$ cat config.mk
export PLATFORM = sky130hd
export DESIGN_NAME = source_text_tokenizer_top
export DESIGN_NICKNAME = d
export VERILOG_FILES = /design/src/hw/rtl/stt_pkg.sv /design/src/hw/rtl/stt_front.sv /design/src/hw/rtl/stt_queue.sv /design/src/hw/rtl/stt_back.sv /design/src/hw/rtl/source_text_tokenizer_top.sv
export SDC_FILE = /design/constraint.sdc
export NUM_CORES = 1
export LEC_CHECK = 0
export BUFFER_PORTS_ARGS = -buffer_cell sky130_fd_sc_hd__buf_2
export CAP_MARGIN = 40
export CORE_MARGIN = 2
export CORE_UTILIZATION = 60
export CTS_CLUSTER_DIAMETER = 40
export CTS_CLUSTER_SIZE = 14
export DETAILED_ROUTE_END_ITERATION = 8
export PLACE_DENSITY = 0.76
export SYNTH_ARGS = -nofsm -noshare
export SYNTH_HDL_FRONTEND = slang
export SYNTH_SLANG_ARGS = --single-unit
export TNS_END_PERCENT = 10
$ cat constraint.sdc
create_clock -name i_clk -period 14 [get_ports i_clk]
set_input_delay 0 -clock i_clk [delete_from_list [all_inputs] [get_ports i_clk]]
set_output_delay 0 -clock i_clk [all_outputs]
set_load 0.005 [all_outputs]
$ cat src/hw/rtl/stt_pkg.sv
// ----------------------------------------------------------------------------
// stt_pkg
// Shared types, token codes, character codes and helper functions of the
// source text tokenizer.
// ----------------------------------------------------------------------------
package stt_pkg;

    localparam int OFFSET_BITS_DEF = 24;
    localparam int LINE_BITS_DEF   = 16;
    localparam int LEN_BITS        = 16;
    localparam int KIND_BITS       = 5;
    localparam int MAX_TOKENS      = 3;
    localparam int CNT_BITS        = 2;
    localparam int Q_DEPTH         = 4;
    localparam int WORD_BITS       = 48;
    localparam int KW_COUNT        = 7;
    localparam int KW_MAX_LEN      = 6;

    localparam logic [LEN_BITS-1:0] LEN_MAX = '1;

    localparam logic [KIND_BITS-1:0] KIND_EOF    = 5'd0;
    localparam logic [KIND_BITS-1:0] KIND_ERROR  = 5'd1;
    localparam logic [KIND_BITS-1:0] KIND_IDENT  = 5'd2;
    localparam logic [KIND_BITS-1:0] KIND_NUMBER = 5'd3;
    localparam logic [KIND_BITS-1:0] KIND_VAR    = 5'd4;
    localparam logic [KIND_BITS-1:0] KIND_LPAREN = 5'd11;
    localparam logic [KIND_BITS-1:0] KIND_RPAREN = 5'd12;
    localparam logic [KIND_BITS-1:0] KIND_LBRACE = 5'd13;
    localparam logic [KIND_BITS-1:0] KIND_RBRACE = 5'd14;
    localparam logic [KIND_BITS-1:0] KIND_SEMI   = 5'd15;
    localparam logic [KIND_BITS-1:0] KIND_COMMA  = 5'd16;
    localparam logic [KIND_BITS-1:0] KIND_PLUS   = 5'd17;
    localparam logic [KIND_BITS-1:0] KIND_MINUS  = 5'd18;
    localparam logic [KIND_BITS-1:0] KIND_STAR   = 5'd19;
    localparam logic [KIND_BITS-1:0] KIND_SLASH  = 5'd20;
    localparam logic [KIND_BITS-1:0] KIND_ASSIGN = 5'd21;
    localparam logic [KIND_BITS-1:0] KIND_GE     = 5'd28;

    localparam logic [7:0] CH_NUL    = 8'h00;
    localparam logic [7:0] CH_TAB    = 8'h09;
    localparam logic [7:0] CH_NL     = 8'h0A;
    localparam logic [7:0] CH_CR     = 8'h0D;
    localparam logic [7:0] CH_SPACE  = 8'h20;
    localparam logic [7:0] CH_BANG   = 8'h21;
    localparam logic [7:0] CH_LPAREN = 8'h28;
    localparam logic [7:0] CH_RPAREN = 8'h29;
    localparam logic [7:0] CH_STAR   = 8'h2A;
    localparam logic [7:0] CH_PLUS   = 8'h2B;
    localparam logic [7:0] CH_COMMA  = 8'h2C;
    localparam logic [7:0] CH_MINUS  = 8'h2D;
    localparam logic [7:0] CH_DOT    = 8'h2E;
    localparam logic [7:0] CH_SLASH  = 8'h2F;
    localparam logic [7:0] CH_SEMI   = 8'h3B;
    localparam logic [7:0] CH_LT     = 8'h3C;
    localparam logic [7:0] CH_EQ     = 8'h3D;
    localparam logic [7:0] CH_GT     = 8'h3E;
    localparam logic [7:0] CH_UNDER  = 8'h5F;
    localparam logic [7:0] CH_LBRACE = 8'h7B;
    localparam logic [7:0] CH_RBRACE = 8'h7D;

    localparam logic [1:0] OP_EQ   = 2'd0;
    localparam logic [1:0] OP_BANG = 2'd1;
    localparam logic [1:0] OP_LT   = 2'd2;
    localparam logic [1:0] OP_GT   = 2'd3;

    localparam logic [WORD_BITS-1:0] KW_TEXT [KW_COUNT] = '{
        48'h00000076_6172,
        48'h00000066_756e,
        48'h00000000_6966,
        48'h0000656c_7365,
        48'h00776869_6c65,
        48'h72657475_726e,
        48'h00707269_6e74
    };
    localparam logic [2:0] KW_LEN [KW_COUNT] = '{
        3'd3, 3'd3, 3'd2, 3'd4, 3'd5, 3'd6, 3'd5
    };

    typedef enum logic [2:0] {
        MODE_IDLE,
        MODE_IDENT,
        MODE_NUM,
        MODE_NUMDOT,
        MODE_FRAC,
        MODE_SLASH,
        MODE_COMMENT,
        MODE_OP
    } t_mode;

    function automatic logic f_is_alpha(input logic [7:0] b);
        f_is_alpha = (b inside {[8'h61:8'h7A], [8'h41:8'h5A], CH_UNDER});
    endfunction

    function automatic logic f_is_digit(input logic [7:0] b);
        f_is_digit = (b inside {[8'h30:8'h39]});
    endfunction

    function automatic logic f_is_sym(input logic [7:0] b);
        f_is_sym = (b inside {CH_LPAREN, CH_RPAREN, CH_LBRACE, CH_RBRACE, CH_SEMI,
                              CH_COMMA, CH_PLUS, CH_MINUS, CH_STAR});
    endfunction

    function automatic logic [KIND_BITS-1:0] f_sym_kind(input logic [7:0] b);
        case (b)
            CH_LPAREN: f_sym_kind = KIND_LPAREN;
            CH_RPAREN: f_sym_kind = KIND_RPAREN;
            CH_LBRACE: f_sym_kind = KIND_LBRACE;
            CH_RBRACE: f_sym_kind = KIND_RBRACE;
            CH_SEMI:   f_sym_kind = KIND_SEMI;
            CH_COMMA:  f_sym_kind = KIND_COMMA;
            CH_PLUS:   f_sym_kind = KIND_PLUS;
            CH_MINUS:  f_sym_kind = KIND_MINUS;
            CH_STAR:   f_sym_kind = KIND_STAR;
            default:   f_sym_kind = KIND_ERROR;
        endcase
    endfunction

    function automatic logic [1:0] f_op_code(input logic [7:0] b);
        case (b)
            CH_EQ:   f_op_code = OP_EQ;
            CH_BANG: f_op_code = OP_BANG;
            CH_LT:   f_op_code = OP_LT;
            CH_GT:   f_op_code = OP_GT;
            default: f_op_code = OP_EQ;
        endcase
    endfunction

    function automatic logic [KIND_BITS-1:0] f_word_kind(input logic [WORD_BITS-1:0] word,
                                                         input logic [2:0] len);
        logic [KIND_BITS-1:0] k;
        k = KIND_IDENT;
        for (int i = 0; i < KW_COUNT; i++) begin
            if (word == KW_TEXT[i] && len == KW_LEN[i]) begin
                k = KIND_VAR + KIND_BITS'(i);
            end
        end
        f_word_kind = k;
    endfunction

endpackage

$ cat src/hw/rtl/stt_front.sv
// ----------------------------------------------------------------------------
// stt_front
// Scanner front end: steps the lexer state on each accepted byte and hands
// the up to three tokens it closes or emits to the queue as one bundle.
// ----------------------------------------------------------------------------
module stt_front
    import stt_pkg::*;
#(
    parameter int OFFSET_BITS = OFFSET_BITS_DEF,
    parameter int LINE_BITS   = LINE_BITS_DEF,
    parameter int BUN_W       = CNT_BITS + MAX_TOKENS *
                                (KIND_BITS + OFFSET_BITS + LEN_BITS + LINE_BITS)
) (
    input  logic             i_clk,
    input  logic             i_rst_n,
    input  logic             i_valid,
    input  logic [7:0]       i_text_byte,
    output logic             o_stall,
    input  logic             i_full,
    output logic             o_push,
    output logic [BUN_W-1:0] o_bundle
);

    localparam int SW = (OFFSET_BITS > LEN_BITS) ? OFFSET_BITS : LEN_BITS;
    localparam logic [OFFSET_BITS-1:0] OFF_MAX  = '1;
    localparam logic [LINE_BITS-1:0]   LINE_MAX = '1;

    typedef struct packed {
        logic [KIND_BITS-1:0]   kind;
        logic [OFFSET_BITS-1:0] start;
        logic [LEN_BITS-1:0]    len;
        logic [LINE_BITS-1:0]   line;
    } t_token;

    typedef struct packed {
        logic [CNT_BITS-1:0] n;
        t_token [MAX_TOKENS-1:0] tok;
    } t_bundle;

    function automatic logic [LEN_BITS-1:0] f_clamp(input logic [OFFSET_BITS-1:0] d);
        logic [SW-1:0] w;
        w = SW'(d);
        f_clamp = (w > SW'(LEN_MAX)) ? LEN_MAX : w[LEN_BITS-1:0];
    endfunction

    t_mode                  r_mode, n_mode;
    logic [1:0]             r_op, n_op;
    logic [WORD_BITS-1:0]   r_word, n_word;
    logic [OFFSET_BITS-1:0] r_start, n_start;
    logic [OFFSET_BITS-1:0] r_offset, n_offset;
    logic [LINE_BITS-1:0]   r_line, n_line;

    logic [7:0]             b;
    logic                   accept;
    logic                   alpha, digit, blank, opstart, sym;
    logic                   rescan;
    logic [OFFSET_BITS-1:0] dot_pos, span_p, span_d;
    logic [KIND_BITS-1:0]   word_kind;
    logic                   a_v, b_v, c_v;
    t_token                 a_tok, b_tok, c_tok;
    t_bundle                bun;

    assign b       = i_text_byte;
    assign accept  = i_valid && !o_stall;
    assign o_stall = i_full;

    assign alpha   = f_is_alpha(b);
    assign digit   = f_is_digit(b);
    assign blank   = (b inside {CH_SPACE, CH_CR, CH_TAB});
    assign opstart = (b inside {CH_EQ, CH_BANG, CH_LT, CH_GT});
    assign sym     = f_is_sym(b);

    assign dot_pos = (r_offset != '0) ? r_offset - OFFSET_BITS'(1) : '0;
    assign span_p  = (r_offset >= r_start) ? r_offset - r_start : '0;
    assign span_d  = (dot_pos >= r_start) ? dot_pos - r_start : '0;
    assign word_kind = (span_p <= OFFSET_BITS'(KW_MAX_LEN)) ?
                       f_word_kind(r_word, span_p[2:0]) : KIND_IDENT;

    // closing of the pending token, the fresh scan of the byte and the next state
    always_comb begin
        rescan      = 1'b1;
        a_v         = 1'b0;
        b_v         = 1'b0;
        a_tok.kind  = KIND_NUMBER;
        a_tok.start = r_start;
        a_tok.len   = f_clamp(span_p);
        a_tok.line  = r_line;
        b_tok.kind  = KIND_ERROR;
        b_tok.start = dot_pos;
        b_tok.len   = LEN_BITS'(1);
        b_tok.line  = r_line;
        case (r_mode)
            MODE_IDENT: begin
                if (alpha || digit) begin
                    rescan = 1'b0;
                end else begin
                    a_v        = 1'b1;
                    a_tok.kind = word_kind;
                end
            end
            MODE_NUM: begin
                if (digit || b == CH_DOT) begin
                    rescan = 1'b0;
                end else begin
                    a_v = 1'b1;
                end
            end
            MODE_NUMDOT: begin
                if (digit) begin
                    rescan = 1'b0;
                end else begin
                    a_v       = 1'b1;
                    a_tok.len = f_clamp(span_d);
                    b_v       = 1'b1;
                end
            end
            MODE_FRAC: begin
                if (digit) begin
                    rescan = 1'b0;
                end else begin
                    a_v = 1'b1;
                end
            end
            MODE_SLASH: begin
                if (b == CH_SLASH) begin
                    rescan = 1'b0;
                end else begin
                    a_v        = 1'b1;
                    a_tok.kind = KIND_SLASH;
                    a_tok.len  = LEN_BITS'(1);
                end
            end
            MODE_COMMENT: begin
                if (b != CH_NL && b != CH_NUL) begin
                    rescan = 1'b0;
                end
            end
            MODE_OP: begin
                a_v = 1'b1;
                if (b == CH_EQ) begin
                    rescan     = 1'b0;
                    a_tok.kind = KIND_ASSIGN + KIND_BITS'({r_op, 1'b1});
                    a_tok.len  = LEN_BITS'(2);
                end else begin
                    a_tok.kind = KIND_ASSIGN + KIND_BITS'({r_op, 1'b0});
                    a_tok.len  = LEN_BITS'(1);
                end
            end
            default: begin
            end
        endcase

        c_v         = 1'b0;
        c_tok.kind  = KIND_ERROR;
        c_tok.start = r_offset;
        c_tok.len   = LEN_BITS'(1);
        c_tok.line  = r_line;
        if (rescan) begin
            if (b == CH_NUL) begin
                c_v        = 1'b1;
                c_tok.kind = KIND_EOF;
                c_tok.len  = '0;
            end else if (sym) begin
                c_v        = 1'b1;
                c_tok.kind = f_sym_kind(b);
            end else if (!(blank || b == CH_NL || b == CH_SLASH || alpha || digit ||
                           opstart)) begin
                c_v = 1'b1;
            end
        end

        n_word = r_word;
        if (!rescan && r_mode == MODE_IDENT) begin
            n_word = {r_word[WORD_BITS-9:0], b};
        end else if (rescan && alpha) begin
            n_word = WORD_BITS'(b);
        end else if (rescan && b == CH_NUL) begin
            n_word = '0;
        end

        n_start = r_start;
        n_op    = r_op;
        n_line  = r_line;
        if (rescan) begin
            if (b == CH_NUL) begin
                n_start = '0;
                n_op    = OP_EQ;
                n_line  = LINE_BITS'(1);
            end else if (b == CH_NL) begin
                if (r_line < LINE_MAX) begin
                    n_line = r_line + LINE_BITS'(1);
                end
            end else if (!blank) begin
                n_start = r_offset;
                if (opstart) begin
                    n_op = f_op_code(b);
                end
            end
        end

        if (b == CH_NUL) begin
            n_offset = '0;
        end else if (r_offset < OFF_MAX) begin
            n_offset = r_offset + OFFSET_BITS'(1);
        end else begin
            n_offset = r_offset;
        end
    end

    // scan mode
    always_comb begin
        n_mode = r_mode;
        case (r_mode)
            MODE_NUM: begin
                if (b == CH_DOT) begin
                    n_mode = MODE_NUMDOT;
                end
            end
            MODE_NUMDOT: begin
                if (digit) begin
                    n_mode = MODE_FRAC;
                end
            end
            MODE_SLASH: begin
                if (b == CH_SLASH) begin
                    n_mode = MODE_COMMENT;
                end
            end
            MODE_OP: begin
                if (b == CH_EQ) begin
                    n_mode = MODE_IDLE;
                end
            end
            default: begin
            end
        endcase
        if (rescan) begin
            if (alpha) begin
                n_mode = MODE_IDENT;
            end else if (digit) begin
                n_mode = MODE_NUM;
            end else if (b == CH_SLASH) begin
                n_mode = MODE_SLASH;
            end else if (opstart) begin
                n_mode = MODE_OP;
            end else begin
                n_mode = MODE_IDLE;
            end
        end
    end

    // pack the tokens of this byte in order
    always_comb begin
        bun.n      = CNT_BITS'(a_v) + CNT_BITS'(b_v) + CNT_BITS'(c_v);
        bun.tok[0] = a_v ? a_tok : c_tok;
        bun.tok[1] = b_v ? b_tok : c_tok;
        bun.tok[2] = c_tok;
    end

    assign o_push   = accept && (a_v || c_v);
    assign o_bundle = bun;

    always_ff @(posedge i_clk) begin
        if (!i_rst_n) begin
            r_mode   <= MODE_IDLE;
            r_op     <= OP_EQ;
            r_word   <= '0;
            r_start  <= '0;
            r_offset <= '0;
            r_line   <= LINE_BITS'(1);
        end else if (accept) begin
            r_mode   <= n_mode;
            r_op     <= n_op;
            r_word   <= n_word;
            r_start  <= n_start;
            r_offset <= n_offset;
            r_line   <= n_line;
        end
    end

endmodule

$ cat src/hw/rtl/stt_queue.sv
// ----------------------------------------------------------------------------
// stt_queue
// Small first-in first-out buffer of token bundles between the scanner
// front end and the token output stage.
// ----------------------------------------------------------------------------
module stt_queue
    import stt_pkg::*;
#(
    parameter int WIDTH = 8,
    parameter int DEPTH = Q_DEPTH
) (
    input  logic             i_clk,
    input  logic             i_rst_n,
    input  logic             i_push,
    input  logic [WIDTH-1:0] i_data,
    output logic             o_full,
    output logic             o_valid,
    input  logic             i_pop,
    output logic [WIDTH-1:0] o_data
);

    localparam int AW = (DEPTH > 1) ? $clog2(DEPTH) : 1;

    logic [WIDTH-1:0] r_mem [DEPTH];
    logic [AW-1:0]    r_wr, r_rd;
    logic [AW:0]      r_count;
    logic             do_push, do_pop;

    assign o_full  = (r_count == (AW+1)'(DEPTH));
    assign o_valid = (r_count != '0);
    assign do_push = i_push && !o_full;
    assign do_pop  = i_pop && o_valid;
    assign o_data  = r_mem[r_rd];

    always_ff @(posedge i_clk) begin
        if (do_push) begin
            r_mem[r_wr] <= i_data;
        end
    end

    always_ff @(posedge i_clk) begin
        if (!i_rst_n) begin
            r_wr    <= '0;
            r_rd    <= '0;
            r_count <= '0;
        end else begin
            if (do_push) begin
                r_wr <= (r_wr == AW'(DEPTH - 1)) ? '0 : r_wr + AW'(1);
            end
            if (do_pop) begin
                r_rd <= (r_rd == AW'(DEPTH - 1)) ? '0 : r_rd + AW'(1);
            end
            if (do_push && !do_pop) begin
                r_count <= r_count + (AW+1)'(1);
            end else if (do_pop && !do_push) begin
                r_count <= r_count - (AW+1)'(1);
            end
        end
    end

endmodule

$ cat src/hw/rtl/stt_back.sv
// ----------------------------------------------------------------------------
// stt_back
// Token output stage: takes queued bundles and presents their tokens one per
// cycle unless stalled in a registered output, marking the last of each.
// ----------------------------------------------------------------------------
module stt_back
    import stt_pkg::*;
#(
    parameter int OFFSET_BITS = OFFSET_BITS_DEF,
    parameter int LINE_BITS   = LINE_BITS_DEF,
    parameter int BUN_W       = CNT_BITS + MAX_TOKENS *
                                (KIND_BITS + OFFSET_BITS + LEN_BITS + LINE_BITS)
) (
    input  logic                   i_clk,
    input  logic                   i_rst_n,
    input  logic                   i_q_valid,
    input  logic [BUN_W-1:0]       i_bundle,
    output logic                   o_pop,
    output logic                   o_valid,
    input  logic                   i_stall,
    output logic [KIND_BITS-1:0]   o_token_kind,
    output logic [OFFSET_BITS-1:0] o_start_offset,
    output logic [LEN_BITS-1:0]    o_token_length,
    output logic [LINE_BITS-1:0]   o_line_number,
    output logic                   o_last_of_run
);

    typedef struct packed {
        logic [KIND_BITS-1:0]   kind;
        logic [OFFSET_BITS-1:0] start;
        logic [LEN_BITS-1:0]    len;
        logic [LINE_BITS-1:0]   line;
    } t_token;

    typedef struct packed {
        logic [CNT_BITS-1:0] n;
        t_token [MAX_TOKENS-1:0] tok;
    } t_bundle;

    t_bundle             r_bun;
    logic                r_have;
    logic [CNT_BITS-1:0] r_idx;
    t_token              r_out;
    logic                r_last;
    logic                r_valid;

    t_token              cur;
    logic                adv, last;

    always_comb begin
        case (r_idx)
            2'd0:    cur = r_bun.tok[0];
            2'd1:    cur = r_bun.tok[1];
            default: cur = r_bun.tok[2];
        endcase
    end

    assign adv   = r_have && (!r_valid || !i_stall);
    assign last  = (r_idx == r_bun.n - CNT_BITS'(1));
    assign o_pop = i_q_valid && (!r_have || (adv && last));

    always_ff @(posedge i_clk) begin
        if (o_pop) begin
            r_bun <= t_bundle'(i_bundle);
        end
        if (adv) begin
            r_out  <= cur;
            r_last <= last;
        end
    end

    always_ff @(posedge i_clk) begin
        if (!i_rst_n) begin
            r_have  <= 1'b0;
            r_idx   <= '0;
            r_valid <= 1'b0;
        end else begin
            if (o_pop) begin
                r_have <= 1'b1;
                r_idx  <= '0;
            end else if (adv && last) begin
                r_have <= 1'b0;
            end else if (adv) begin
                r_idx <= r_idx + CNT_BITS'(1);
            end
            if (adv) begin
                r_valid <= 1'b1;
            end else if (!i_stall) begin
                r_valid <= 1'b0;
            end
        end
    end

    assign o_valid        = r_valid;
    assign o_token_kind   = r_out.kind;
    assign o_start_offset = r_out.start;
    assign o_token_length = r_out.len;
    assign o_line_number  = r_out.line;
    assign o_last_of_run  = r_last;

endmodule

$ cat src/hw/rtl/source_text_tokenizer_top.sv
// ----------------------------------------------------------------------------
// source_text_tokenizer_top
// Lexical scanner for source text streamed one byte per request.
// ----------------------------------------------------------------------------
// The scanner takes one text byte per cycle while the queue has room and
// returns one token per cycle while the output is not stalled. A byte closes
// the pending token, which for a number followed by a dot and no digit gives
// both the number and an error token for the dot, and may emit one more token
// of its own, so it yields zero to three tokens; the scanner front end steps
// its registered state on each accepted byte and writes all tokens of a byte
// as one entry into a four-entry queue, and the output stage drains them one
// per cycle while not stalled through a registered output. A byte is thus
// taken every cycle while the queue has room; sustained, the rate is set by
// the output side at one token per cycle. A token passes the queue and the
// bundle and output registers of the output stage, waiting longer when tokens
// of earlier bytes are still waiting or the output is stalled. Byte 0 emits
// the end-of-text token and returns the scanner to its reset state.
// ----------------------------------------------------------------------------
module source_text_tokenizer_top
    import stt_pkg::*;
#(
    parameter int OFFSET_BITS = OFFSET_BITS_DEF,
    parameter int LINE_BITS   = LINE_BITS_DEF
) (
    input  logic                   i_clk,
    input  logic                   i_rst_n,
    input  logic                   i_valid,
    input  logic [7:0]             i_text_byte,
    output logic                   o_stall,
    output logic                   o_valid,
    input  logic                   i_stall,
    output logic [KIND_BITS-1:0]   o_token_kind,
    output logic [OFFSET_BITS-1:0] o_start_offset,
    output logic [LEN_BITS-1:0]    o_token_length,
    output logic [LINE_BITS-1:0]   o_line_number,
    output logic                   o_last_of_run
);

    localparam int TOK_W = KIND_BITS + OFFSET_BITS + LEN_BITS + LINE_BITS;
    localparam int BUN_W = CNT_BITS + MAX_TOKENS * TOK_W;

    logic             q_full, q_valid, q_push, q_pop;
    logic [BUN_W-1:0] q_wdata, q_rdata;

    stt_front #(
        .OFFSET_BITS (OFFSET_BITS),
        .LINE_BITS   (LINE_BITS),
        .BUN_W       (BUN_W)
    ) u_front (
        .i_clk       (i_clk),
        .i_rst_n     (i_rst_n),
        .i_valid     (i_valid),
        .i_text_byte (i_text_byte),
        .o_stall     (o_stall),
        .i_full      (q_full),
        .o_push      (q_push),
        .o_bundle    (q_wdata)
    );

    stt_queue #(
        .WIDTH (BUN_W),
        .DEPTH (Q_DEPTH)
    ) u_queue (
        .i_clk   (i_clk),
        .i_rst_n (i_rst_n),
        .i_push  (q_push),
        .i_data  (q_wdata),
        .o_full  (q_full),
        .o_valid (q_valid),
        .i_pop   (q_pop),
        .o_data  (q_rdata)
    );

    stt_back #(
        .OFFSET_BITS (OFFSET_BITS),
        .LINE_BITS   (LINE_BITS),
        .BUN_W       (BUN_W)
    ) u_back (
        .i_clk          (i_clk),
        .i_rst_n        (i_rst_n),
        .i_q_valid      (q_valid),
        .i_bundle       (q_rdata),
        .o_pop          (q_pop),
        .o_valid        (o_valid),
        .i_stall        (i_stall),
        .o_token_kind   (o_token_kind),
        .o_start_offset (o_start_offset),
        .o_token_length (o_token_length),
        .o_line_number  (o_line_number),
        .o_last_of_run  (o_last_of_run)
    );

endmodule

==> results.cfg <==
[final_layout]
drive_gt1_frac = 0.172
final_common_cell = edfxtp_1
num_antenna_cells = 0
nets = 2606
fill_cells = 3728
area_growth_pct = 14.0
mostFrequentLayoutCells = edfxtp_1, nand2_1, nor2_1
finish.instance_area_mm2 = 0.0395

[synthesis]
synth_area_mm2 = 0.0346
synthDistinctLibCells = 83
netlist.area_leader.share = 0.587
synth_top_family_by_area = simple AND/OR/NAND/NOR gates
muxShareOfSynthArea = 0.0838
synth-seq-area-share = 0.661
synth-compound-area-share = 0.0860
synth_nets = 2524
synth_edf_count = 677
synth-adder-area-share = 0.0243
yosys_warnings = 0
synth_top_area_cell = edfxtp_1
synth.area.top_cells = edfxtp_1, mux4_2, dfxtp_1, nand2_1, ha_1
postSynthAreaPerCell_um2 = 14.2
ys_ff_latch = 805
synthFlopType = edfxtp_1
synth_simple_gate_area_share = 0.101
synth_xor_area_frac = 0.0210
syn_inst = 2447
async_flop_share = 0

[critical_path]
reg2reg_slack_ps = 7690
worstSetupPathType = flop to flop
r2r_cells = 17
cp_max_fo = 26
crit_path_top_delay_cell = o31ai_2
crit_start = u_front.r_offset[2]$_SDFFE_PN0P_
crit_path_start_kind = flop
path_cells = nor3_1, nand3_1, nor2_1, nand2_1, nor2_2, buf_4, nor2_1, ha_1, nor2b_1, o31ai_1, a211o_1, nand2_1, a2111oi_0, o211ai_1, o31ai_2, buf_4, o311ai_0
path_buf_inv = 2
endpoint_kind = flop
critPathRequiredTime_ps = 14270
critical_path.max_stage_delay_ps = 630
timing.rr.end = u_queue.r_mem[1][26]$_DFFE_PP_
arrival_ps = 6580
cpLargestDelayFamily = compound AO/OA/AOI/OAI gates
r2r_start = u_front.r_offset[2]$_SDFFE_PN0P_

[global_route]
grt-ovfl-total = 0
grt_use_total = 0.291
grt_pass1_wl_um = 130000
grt_pass1_vias = 21631
grt_max_degree = 59
antenna_found_initial = 1

[floorplan]
die_y_um = 244
initial_utilization = 0.604
die_area_mm2 = 0.0597
ios = 76
core_area_mm2 = 0.0574
dieWidth_um = 244
rows = 88

[cts]
clock_latency_ps = 660
cts_tree = done
clock_sinks = 805
clockRootBuffer = clkbuf_16
numCtsBuffers = 96
path_clk_slew_ps = 60
h-tree-depth = 3
cts_buffer_depth = 3

[drt]
via_per_inst = 6.42
dr.pass1.iters = 7
drtAntennaViolNets = 0
wl_per_cell_um = 25.4
vias = 21673
drtIter0Drc = 2181
routed_wl_um = 85600
route.detailed.drc = 0

[sta]
rsz0062_at_grt = false
hold_viol = 0
fin_setup_tns_ps = 0
setup_slack_ps = 7690
slew_viol_final = 0
fin_crit_ps = 6310
fmax_ghz = 0.158
worstMarginPinSlew_ps = 944
min_period_over_period = 0.451
clock_skew_ps = 33.4
setup_viol = 0
worst_slew_margin_rel = 0.365

[hold_path]
worstHoldEndpoint = u_front.r_line[0]$_SDFFE_PN1P_
hp-class = input port to flop
hold_depth = 3
worstHoldStart = i_rst_n

[run_status]
outcome = finished, final reports clean

[placement]
portBuffers = 75
gp_congestion = 0.943
dpl_cell_area_mm2 = 0.0359
pre_cts_ws_ps = 7760
dpl.hpwl_um = 53400

[job]
cap_violations = 0

[power_and_ir_drop]
powerDensity_mw_per_mm2 = 198
ir_drop_mv = 0.112
leakagePower_uw = 0.0137
==> state kept, by name, summed over array words and instances, names as in the netlist, 3 cells and up <==
signal,count
u_queue.r_mem,492
u_back.r_bun,123
u_front.r_word,48
u_back.o_start_offset,24
u_front.r_offset,24
u_front.r_start,24
u_back.o_line_number,16
u_back.o_token_length,16
u_front.r_line,16
u_back.o_token_kind,5
u_front.r_mode,3
u_queue.r_count,3
==> how the worst max path moves through the flow <==
stage                                       to  cells after the start  slack (ps)
2_1_floorplan  u_queue.r_mem[0][100]$_DFFE_PP_                     11        8590
3_3_place_gp    u_queue.r_mem[0][26]$_DFFE_PP_                     16        7610
3_5_place_dp    u_queue.r_mem[2][26]$_DFFE_PP_                     17        7760
4_1_cts         u_queue.r_mem[1][26]$_DFFE_PP_                     17        7730
5_1_grt         u_queue.r_mem[1][26]$_DFFE_PP_                     17        7240
6_report        u_queue.r_mem[1][26]$_DFFE_PP_                     17        7690
==> cells in the mapped netlist (all sizes together), types with 59 or more instances <==
master and n:
nand2 224, edfxtp 677, dfxtp 128, clkbuf 115, nor2 177, nand3 59, mux4 123, ha 61
inv 59, o21ai 93, a21oi 95
==> cell type report <==
cell class	instances	area [um^2]	share of cell area
clock buffers	110	2610	0.0662
clock inverters	68	808	0.0205
inverters	62	235	0.00596
multi-input cells	1434	11000	0.279
flip-flops and latches	805	22900	0.580
well taps	765	957	0.0242
repair buffers	130	958	0.0243
==> cell families after synthesis <==
| group | Yosys count |
|---|---|
| compound gates | 438 |
| fa+ha+maj | 65 |
| mux | 136 |
| xor+xnor | 83 |
| simple gates | 712 |
| buf+inv | 208 |
| flops | 805 |
==> per-layer routing <==
layer	share of wire	vias to the layer above	routed length [um]	track usage
li1	-	9623	-	-
met4	0.028	0	2360	0.0963
met3	0.075	153	6440	0.0491
met1	0.41	10975	35200	0.411
met5	0	-	0	0
met2	0.49	922	41500	0.465
==> stage by stage <==
stage | cells | power, uW | utilization | hold slack [ps]
4_1_cts | 3372 | 7870 | 0.688 | 216
6_report | 3374 | 7820 | 0.688 | 257
2_1_floorplan | 2447 | 4620 | - | 130
3_3_place_gp | 3170 | 5170 | 0.622 | 328
3_5_place_dp | 3181 | 5250 | 0.626 | 342
5_1_grt | 3374 | 8130 | 0.688 | 272
==> power by group <==
group,internal [uW],switching (uW),total [uW]
Sequential,3190,136,3320
Clock,1530,1060,2590
Combinational,733,1180,1910
Total,5450,2370,7820
==> tightest hold or removal path, delay by kind of cell <==
family	cells	cell delay, ps
AND/OR/NAND/NOR	1	110
buffers and inverters	2	770
==> timing repair <==
| action | in CTS | in global routing |
|---|---|---|
| gates resized for setup | 0 | 0 |
| buffers inserted | 0 | 0 |
| hold buffers | 13 | 0 |
| hold endpoints to repair | 24 | 0 |
No activity file was read; power rests on OpenSTA's default activity.
